File: config.mk
export PLATFORM = sky130hd
export DESIGN_NAME = unaligned_write_aligner
export DESIGN_NICKNAME = d
export VERILOG_FILES = /design/src/rtl/uwa_pkg.sv /design/src/rtl/uwa_lane.sv /design/src/rtl/uwa_out_queue.sv /design/src/rtl/unaligned_write_aligner.sv
export SDC_FILE = /design/constraint.sdc
export NUM_CORES = 1
export LEC_CHECK = 0
export BUFFER_PORTS_ARGS = -buffer_cell sky130_fd_sc_hd__buf_4
export CAP_MARGIN = 20
export CORE_UTILIZATION = 30
export DETAILED_ROUTE_END_ITERATION = 12
export GPL_TIMING_DRIVEN = 0
export PLACE_DENSITY = 0.45
export SLEW_MARGIN = 10
export SYNTH_ARGS = -nofsm -noshare
export SYNTH_HDL_FRONTEND = slang
export SYNTH_HIERARCHICAL = 1
export SYNTH_SLANG_ARGS = --single-unit
export TNS_END_PERCENT = 5
File: constraint.sdc
create_clock -name i_clk -period 36.1 [get_ports i_clk]
set_clock_uncertainty 0.15 [all_clocks]
set_input_delay 5.415 -clock i_clk [delete_from_list [all_inputs] [get_ports i_clk]]
set_output_delay 5.415 -clock i_clk [all_outputs]
set_load 0.05 [all_outputs]
File: src/rtl/uwa_pkg.sv
// ----------------------------------------------------------------------------
// uwa_pkg
// Shared constants and types for the unaligned write aligner: byte lane
// geometry, beat field widths, result queue sizing and the lane result type.
// ----------------------------------------------------------------------------
package uwa_pkg;

    // byte lane geometry of the bus word and of a beat
    localparam int BYTE_W     = 8;
    localparam int LANES      = 8;
    localparam int LANE_IDX_W = 3;
    localparam int DATA_W     = LANES * BYTE_W;
    localparam int CNT_W      = 4;

    // largest byte count a beat can carry
    localparam logic [CNT_W-1:0] MAX_COUNT = CNT_W'(LANES);

    // input command codes
    localparam logic CMD_IDLE  = 1'b0;
    localparam logic CMD_WRITE = 1'b1;

    // result queue: up to two writes come from one beat
    localparam int QUEUE_DEPTH = 4;
    localparam int QUEUE_PTR_W = 2;
    localparam int QUEUE_CNT_W = 3;

    // what one lane steering unit reports for its output lane
    typedef struct packed {
        logic [BYTE_W-1:0] data;
        logic              head_en;
        logic              spill_en;
    } t_lane_out;

endpackage

File: src/rtl/uwa_lane.sv
// ----------------------------------------------------------------------------
// uwa_lane
// Byte steering for one output lane: picks the beat byte that lands on this
// lane and reports whether it belongs to the first word or to the spill word.
// ----------------------------------------------------------------------------
module uwa_lane
    import uwa_pkg::*;
#(
    parameter int LANE = 0
) (
    input  logic [LANE_IDX_W-1:0] i_sub,
    input  logic [CNT_W-1:0]      i_count,
    input  logic [DATA_W-1:0]     i_data,
    output t_lane_out             o_lane
);

    localparam logic [LANE_IDX_W-1:0] LANE_IDX = LANE_IDX_W'(LANE);

    logic [LANE_IDX_W-1:0] w_src;
    logic                  w_in_range;

    // source byte index, modulo the word: same byte for head and spill
    assign w_src      = LANE_IDX - i_sub;
    assign w_in_range = {1'b0, w_src} < i_count;

    // lanes at or above the start offset hold first-word bytes, the rest spill
    always_comb begin
        o_lane.data     = i_data[w_src*BYTE_W +: BYTE_W];
        o_lane.head_en  = w_in_range && (LANE_IDX >= i_sub);
        o_lane.spill_en = w_in_range && (LANE_IDX < i_sub);
    end

endmodule

File: src/rtl/uwa_out_queue.sv
// ----------------------------------------------------------------------------
// uwa_out_queue
// Small result queue: takes up to two writes a cycle, hands one a cycle to
// the output channel and holds the head steady while the output stalls.
// ----------------------------------------------------------------------------
module uwa_out_queue
    import uwa_pkg::*;
#(
    parameter int WIDTH = 105
) (
    input  logic             i_clk,
    input  logic             i_rst_n,
    input  logic             i_wr0,
    input  logic [WIDTH-1:0] i_data0,
    input  logic             i_wr1,
    input  logic [WIDTH-1:0] i_data1,
    output logic             o_room,
    output logic             o_valid,
    output logic [WIDTH-1:0] o_data,
    input  logic             i_stall
);

    logic [WIDTH-1:0]       r_mem [QUEUE_DEPTH];
    logic [QUEUE_PTR_W-1:0] r_wr_ptr, n_wr_ptr;
    logic [QUEUE_PTR_W-1:0] r_rd_ptr, n_rd_ptr;
    logic [QUEUE_CNT_W-1:0] r_count, n_count;
    logic [QUEUE_PTR_W-1:0] w_wr_ptr1;
    logic                   w_pop;

    assign w_wr_ptr1 = r_wr_ptr + QUEUE_PTR_W'(1);
    assign w_pop     = (r_count != '0) && !i_stall;

    // pointer and fill count update
    always_comb begin
        n_wr_ptr = r_wr_ptr + QUEUE_PTR_W'(i_wr0) + QUEUE_PTR_W'(i_wr1);
        n_rd_ptr = r_rd_ptr + QUEUE_PTR_W'(w_pop);
        n_count  = r_count + QUEUE_CNT_W'(i_wr0) + QUEUE_CNT_W'(i_wr1)
                   - QUEUE_CNT_W'(w_pop);
    end

    always_ff @(posedge i_clk) begin
        if (!i_rst_n) begin
            r_wr_ptr <= '0;
            r_rd_ptr <= '0;
            r_count  <= '0;
        end else begin
            r_wr_ptr <= n_wr_ptr;
            r_rd_ptr <= n_rd_ptr;
            r_count  <= n_count;
        end
    end

    // entry storage, second write goes one slot after the first
    always_ff @(posedge i_clk) begin
        if (i_wr0) begin
            r_mem[r_wr_ptr] <= i_data0;
        end
        if (i_wr1) begin
            r_mem[w_wr_ptr1] <= i_data1;
        end
    end

    // room for a full beat's worth of writes
    assign o_room  = r_count <= QUEUE_CNT_W'(QUEUE_DEPTH - 2);
    assign o_valid = r_count != '0;
    assign o_data  = r_mem[r_rd_ptr];

    a_count_bound: assert property (@(posedge i_clk) disable iff (!i_rst_n)
        r_count <= QUEUE_CNT_W'(QUEUE_DEPTH))
        else $error("result queue overfilled");

    a_push_needs_room: assert property (@(posedge i_clk) disable iff (!i_rst_n)
        (i_wr0 && i_wr1) |-> (r_count <= QUEUE_CNT_W'(QUEUE_DEPTH - 2)))
        else $error("two writes pushed without room");

    a_second_after_first: assert property (@(posedge i_clk) disable iff (!i_rst_n)
        i_wr1 |-> i_wr0)
        else $error("second write pushed alone");

endmodule

File: src/rtl/unaligned_write_aligner.sv
// ----------------------------------------------------------------------------
// unaligned_write_aligner
// Shifts unaligned write beats into bus-word byte lanes and emits aligned
// writes with byte enables, combining the spill of one beat with a beat that
// continues it.
// ----------------------------------------------------------------------------
//  channel   direction  handshake                  payload
//  input     in         i_in_valid / o_in_stall    command, beat_address,
//                                                   byte_count, beat_data
//  output    out        o_out_valid / i_out_stall  word_address, write_data,
//                                                   byte_enable, last
//
//  A beat is steered, merged with the pending tail and queued in the cycle it
//  is taken; its writes leave in order, one per cycle unless the output stalls.
//  One beat a cycle while each causes one write and the output does not stall;
//  a tail flush plus its own word is two writes, sent in turn (output port limit).
//  The input stalls when the four-entry result queue has fewer than two free.
//  Reset (synchronous, active low) drops any pending tail and empties the queue.
// ----------------------------------------------------------------------------
module unaligned_write_aligner
    import uwa_pkg::*;
#(
    parameter int ADDR_WIDTH = 32
) (
    input  logic                  i_clk,
    input  logic                  i_rst_n,
    input  logic                  i_in_valid,
    output logic                  o_in_stall,
    input  logic                  i_command,
    input  logic [ADDR_WIDTH-1:0] i_beat_address,
    input  logic [CNT_W-1:0]      i_byte_count,
    input  logic [DATA_W-1:0]     i_beat_data,
    output logic                  o_out_valid,
    input  logic                  i_out_stall,
    output logic [ADDR_WIDTH-1:0] o_word_address,
    output logic [DATA_W-1:0]     o_write_data,
    output logic [LANES-1:0]      o_byte_enable,
    output logic                  o_last
);

    localparam int ENTRY_W = ADDR_WIDTH + DATA_W + LANES + 1;

    // pending tail
    logic                  r_tail_valid, n_tail_valid;
    logic [ADDR_WIDTH-1:0] r_tail_addr, n_tail_addr;
    logic [DATA_W-1:0]     r_tail_data, n_tail_data;
    logic [LANES-1:0]      r_tail_be, n_tail_be;
    logic [LANE_IDX_W-1:0] r_tail_pos, n_tail_pos;

    logic                  w_in_acc;
    logic                  w_room;
    logic [CNT_W-1:0]      w_count;
    logic                  w_is_write;
    logic [LANE_IDX_W-1:0] w_sub;
    logic [ADDR_WIDTH-1:0] w_waddr;
    logic                  w_hit;
    t_lane_out             w_lane [LANES];
    logic [DATA_W-1:0]     w_head_d, w_spill_d;
    logic [LANES-1:0]      w_head_be, w_spill_be;
    logic                  w_wr0, w_wr1;
    logic [ENTRY_W-1:0]    w_entry0, w_entry1, w_out_entry;

    assign o_in_stall = !w_room;
    assign w_in_acc   = i_in_valid && !o_in_stall;

    // byte count saturation and beat decode
    assign w_count    = (i_byte_count > MAX_COUNT) ? MAX_COUNT : i_byte_count;
    assign w_is_write = (i_command == CMD_WRITE) && (w_count != '0);
    assign w_sub      = i_beat_address[LANE_IDX_W-1:0];
    assign w_waddr    = {i_beat_address[ADDR_WIDTH-1:LANE_IDX_W], LANE_IDX_W'(0)};

    // one steering unit per output lane
    for (genvar g = 0; g < LANES; g++) begin : g_lane
        uwa_lane #(
            .LANE (g)
        ) u_lane (
            .i_sub   (w_sub),
            .i_count (w_count),
            .i_data  (i_beat_data),
            .o_lane  (w_lane[g])
        );
    end

    // gather lane results into head and spill words
    always_comb begin
        for (int j = 0; j < LANES; j++) begin
            w_head_be[j]                = w_lane[j].head_en;
            w_spill_be[j]               = w_lane[j].spill_en;
            w_head_d[j*BYTE_W +: BYTE_W]  = w_lane[j].head_en ? w_lane[j].data : '0;
            w_spill_d[j*BYTE_W +: BYTE_W] = w_lane[j].spill_en ? w_lane[j].data : '0;
        end
    end

    // a beat continues the tail when it starts exactly where the tail ends
    assign w_hit = r_tail_valid && (w_waddr == r_tail_addr) && (w_sub == r_tail_pos);

    // merge stage: form up to two writes for the accepted beat
    always_comb begin
        w_wr0    = 1'b0;
        w_wr1    = 1'b0;
        w_entry0 = {r_tail_addr, r_tail_data, r_tail_be, 1'b1};
        w_entry1 = {w_waddr, w_head_d, w_head_be, 1'b1};
        if (w_in_acc) begin
            if (w_is_write) begin
                w_wr0 = 1'b1;
                if (w_hit) begin
                    w_entry0 = {r_tail_addr, r_tail_data | w_head_d,
                                r_tail_be | w_head_be, 1'b1};
                end else if (r_tail_valid) begin
                    w_entry0 = {r_tail_addr, r_tail_data, r_tail_be, 1'b0};
                    w_wr1    = 1'b1;
                end else begin
                    w_entry0 = {w_waddr, w_head_d, w_head_be, 1'b1};
                end
            end else begin
                w_wr0 = r_tail_valid;
            end
        end
    end

    // next tail: spill of a taken write beat, else none; kept if no beat taken
    always_comb begin
        n_tail_valid = r_tail_valid;
        n_tail_addr  = r_tail_addr;
        n_tail_data  = r_tail_data;
        n_tail_be    = r_tail_be;
        n_tail_pos   = r_tail_pos;
        if (w_in_acc) begin
            n_tail_valid = w_is_write && (w_spill_be != '0);
            n_tail_addr  = w_waddr + ADDR_WIDTH'(LANES);
            n_tail_data  = w_spill_d;
            n_tail_be    = w_spill_be;
            n_tail_pos   = w_sub + w_count[LANE_IDX_W-1:0];
        end
    end

    always_ff @(posedge i_clk) begin
        if (!i_rst_n) begin
            r_tail_valid <= 1'b0;
        end else begin
            r_tail_valid <= n_tail_valid;
        end
    end

    always_ff @(posedge i_clk) begin
        r_tail_addr <= n_tail_addr;
        r_tail_data <= n_tail_data;
        r_tail_be   <= n_tail_be;
        r_tail_pos  <= n_tail_pos;
    end

    // result queue parts the two sides
    uwa_out_queue #(
        .WIDTH (ENTRY_W)
    ) u_out_queue (
        .i_clk   (i_clk),
        .i_rst_n (i_rst_n),
        .i_wr0   (w_wr0),
        .i_data0 (w_entry0),
        .i_wr1   (w_wr1),
        .i_data1 (w_entry1),
        .o_room  (w_room),
        .o_valid (o_out_valid),
        .o_data  (w_out_entry),
        .i_stall (i_out_stall)
    );

    assign {o_word_address, o_write_data, o_byte_enable, o_last} = w_out_entry;

    a_two_needs_tail: assert property (@(posedge i_clk) disable iff (!i_rst_n)
        w_wr1 |-> (r_tail_valid && !w_hit))
        else $error("two writes without a tail to flush");

    a_spill_sets_tail: assert property (@(posedge i_clk) disable iff (!i_rst_n)
        (w_in_acc && w_is_write && (w_spill_be != '0)) |=> r_tail_valid)
        else $error("spill bytes not kept as tail");

    a_idle_clears_tail: assert property (@(posedge i_clk) disable iff (!i_rst_n)
        (w_in_acc && !w_is_write) |=> !r_tail_valid)
        else $error("tail survived an idle beat");

    a_enable_nonzero: assert property (@(posedge i_clk) disable iff (!i_rst_n)
        w_wr0 |-> (w_entry0[LANES:1] != '0))
        else $error("write queued with no byte enabled");

endmodule

==> impl_metrics.py <==
metrics = {
    "floorplan": {
        "fp.coreArea_um2": 107000,
        "die_w_um": 332,
        "start_util_pct": 30.4,
        "fp-row-count": 120,
        "die_h_um": 332,
        "die_area_um2": 110000,
        "ioPinCount": 212,
    },
    "synth": {
        "yosys.cell_types.count": 58,
        "synth-edff-count": 524,
        "synthTopCellsByCount": "524 x edfxtp_1, 432 x mux2_2, 144 x a21oi_1",
        "syn_area_um2": 32600,
        "synth_seq_cells": 532,
        "syn_area_per_cell_um2": 15.2,
        "yosys_most_used_dff": "edfxtp_1",
        "post-synth-top-area-cell": "edfxtp_1",
        "synth.top_cells.by_area": "edfxtp_1 48%, mux2_2 15%, mux4_2 9.7%, mux4_1 7.4%, and2_1 2.7%",
        "ys_async_sr_fraction_pct": 0,
        "syn_inst": 2148,
        "synth.most_common_cell": "edfxtp_1",
        "synth_warnings": 6,
        "synth_top_area_share_pct": 48.3,
        "yosysSeqAreaShare_pct": 48.7,
    },
    "global_route": {
        "grt_max_degree": 48,
        "antenna_found_initial": 9,
        "grt_pass1_vias": 21938,
        "met2_usage_pct": 32.0,
        "grt-busiest-layer": "met2",
        "grt_use_total_pct": 20.1,
        "grt_pass1_wl_um": 161000,
        "grt_util_met1_pct": 27.2,
        "globalRouteMet3Util_pct": 4.22,
        "grt.overflow.total": 0,
    },
    "finish": {
        "nets": 2629,
        "area_growth_pct": 19.1,
        "layout-drive-gt1-share_pct": 41.6,
        "fin_util_pct": 36.2,
    },
    "clock_tree": {
        "ctsHoldBuffers": 0,
        "cts_buffer_depth": 3,
        "cts_made_buffers": 67,
        "numClockSinks": 532,
        "clkLatencyLatePin_ps": 630,
        "htreeDepth": 3,
        "clkTransAtPathRegs_ps": 60,
        "cts_tree": "yes",
        "root_buffer": "clkbuf_16",
        "cts-resized-gates": 0,
        "post-cts-setup-buffers": 0,
    },
    "timing": {
        "setup_viol": 0,
        "rsz0062_at_grt": "no",
        "hold_viol": 0,
        "post-route-period-util_pct": 28.1,
        "fmax_mhz": 98.7,
        "relSlewSlack_pct": 28.3,
        "setup_tns_ps": 0,
        "period_minus_slack_ps": 10130,
        "final-max-slew-violation-count": 0,
        "worst_pin_slew_ps": 1070,
    },
    "worst_setup_path": {
        "critPathLaunch": "i_in_valid",
        "startpoint_type": "input pin",
        "r2r_start": "u_out_queue/r_count[1]",
        "crit_fanout": 35,
        "critPathRequiredTime_ps": 36270,
        "crit_type": "in2reg",
        "worstSetupEndpointType": "flop",
        "arrival_ps": 10300,
    },
    "placement": {
        "port_buffers": 211,
        "dp.final_hpwl_um": 77900,
        "gp_congestion": 0.929,
    },
    "outcome": {
        "outcome": "completed",
    },
    "flow_run": {
        "cap_violations": 0,
    },
    "hold_path": {
        "worstHoldPathType": "reg2reg",
        "hold_start": "u_out_queue/r_rd_ptr[0]",
    },
    "power_and_ir_drop": {
        "p_leak_nw": 13.8,
        "peakVddDrop_mv": 0.0390,
        "p_per_area_nw_per_um2": 63.7,
    },
    "detailed_routing": {
        "drc": 0,
        "viasPerCell": 5.45,
        "drtAntennaViolNets": 0,
        "drt_iter0_drc": 1844,
        "first_pass_iters": 7,
        "vias": 21522,
        "wl_per_cell_um": 28.4,
        "routed_wl_um": 112000,
    },
}
==> worst max-delay path, stage by stage <==
cell      delay [ps]
buf_4             80
and2_1           130
clkbuf_4         460
buf_12           300
and2_4           240
buf_2            390
clkbuf_1         530
and2_1           290
buf_2            240
nand3_2          450
buf_2            420
buf_2            290
o21ai_4          370
buf_16           240
buf_12           190
buf_16           180
==> worst paths after layout <==
kind / endpoint / slack [ps] / depth (start not counted)
hold reg to reg: u_out_queue/r_rd_ptr[0] / 440 / 2
setup / recovery: u_out_queue/r_mem[0][51] / 25970 / 16
setup reg to reg: u_out_queue/r_mem[0][51] / 30130 / 18
hold / removal: u_out_queue/r_rd_ptr[0] / 440 / 2
==> flip-flops by register name, summed over array words and instances (netlist names) <==
| register | count |
|---|---|
| r_tail_valid | 1 |
| r_tail_data | 64 |
| r_tail_pos | 3 |
| r_tail_addr | 29 |
| u_out_queue/r_mem | 420 |
| u_out_queue/r_count | 3 |
| r_tail_be | 8 |
| u_out_queue/r_wr_ptr | 2 |
| u_out_queue/r_rd_ptr | 2 |
==> placed cells by master (no fill, tap or decap), types with 13 or more instances in the layout <==
| master | netlist | layout |
|---|---|---|
| mux4_2 | 141 | 141 |
| mux2_4 | 14 | 14 |
| xor2_1 | 13 | 13 |
| mux2_1 | 50 | 50 |
| nor2_1 | 25 | 24 |
| buf_12 | 6 | 23 |
| o22ai_1 | 20 | 20 |
| ha_1 | 32 | 32 |
| a21oi_1 | 144 | 144 |
| clkinv_2 | 0 | 13 |
| buf_4 | 20 | 238 |
| and2_1 | 139 | 139 |
| mux4_1 | 92 | 92 |
| buf_2 | 63 | 63 |
| conb_1 | 3 | 29 |
| xnor2_1 | 51 | 51 |
| o21ai_0 | 48 | 46 |
| clkbuf_16 | 0 | 68 |
| inv_1 | 44 | 44 |
| mux2_2 | 432 | 432 |
| or3_1 | 43 | 43 |
| nand2_1 | 73 | 73 |
| clkbuf_1 | 34 | 52 |
| buf_6 | 18 | 20 |
| edfxtp_1 | 524 | 524 |
==> power breakdown <==
part           switching (mW)  internal [mW]  total (mW)  leakage, nW
sequential             0.0238          0.810       0.834         4.90
combinational           0.598          0.391       0.989         7.86
clock                   0.282          0.368       0.650         1.02
total                   0.904           1.57        2.47         13.8
==> through the flow <==
step | instances | hold WS (ps) | worst slack (ps) | instance area, um2 | power (mW)
final | 3952 | 438 | 25970 | 38800 | 2.47
after global routing | 3947 | 501 | 25770 | 38800 | 2.58
after CTS | 3942 | 440 | 25850 | 38800 | 2.51
after detailed placement | 3820 | 426 | 25200 | 36700 | 1.85
after global placement | 3788 | 413 | 7290 | 36000 | 1.85
after floorplan | 2174 | 402 | 18870 | 32700 | 1.53
==> layout make-up <==
class / instances / area [um2]
clock inverters: 34 / 303
plain buffers: 149 / 951
fillers: 10228 / 68500
diodes: 8 / 20.0
repair buffers: 245 / 2220
flip-flops and latches: 532 / 15900
multi-input cells: 1444 / 15700
well taps: 1403 / 1760
clock buffers: 88 / 1790
inverters: 49 / 184
==> per-layer routing <==
| layer | vias up | wire length [um] |
|---|---|---|
| met5 | - | 13 |
| met1 | 11166 | 48400 |
| met3 | 176 | 7840 |
| met2 | 861 | 52900 |
| li1 | 9317 | - |
| met4 | 2 | 3350 |
==> logic make-up after synthesis <==
group	Yosys count	synth area share, %
buf+inv	198	3.47
simple gates	344	6.01
compound gates	239	3.98
flops	532	48.7
mux	730	34.5
xor+xnor	66	1.82
fa+ha+maj	36	1.47
other cells	3	0.0345
Note: power is estimated with default switching activity, not from simulation.
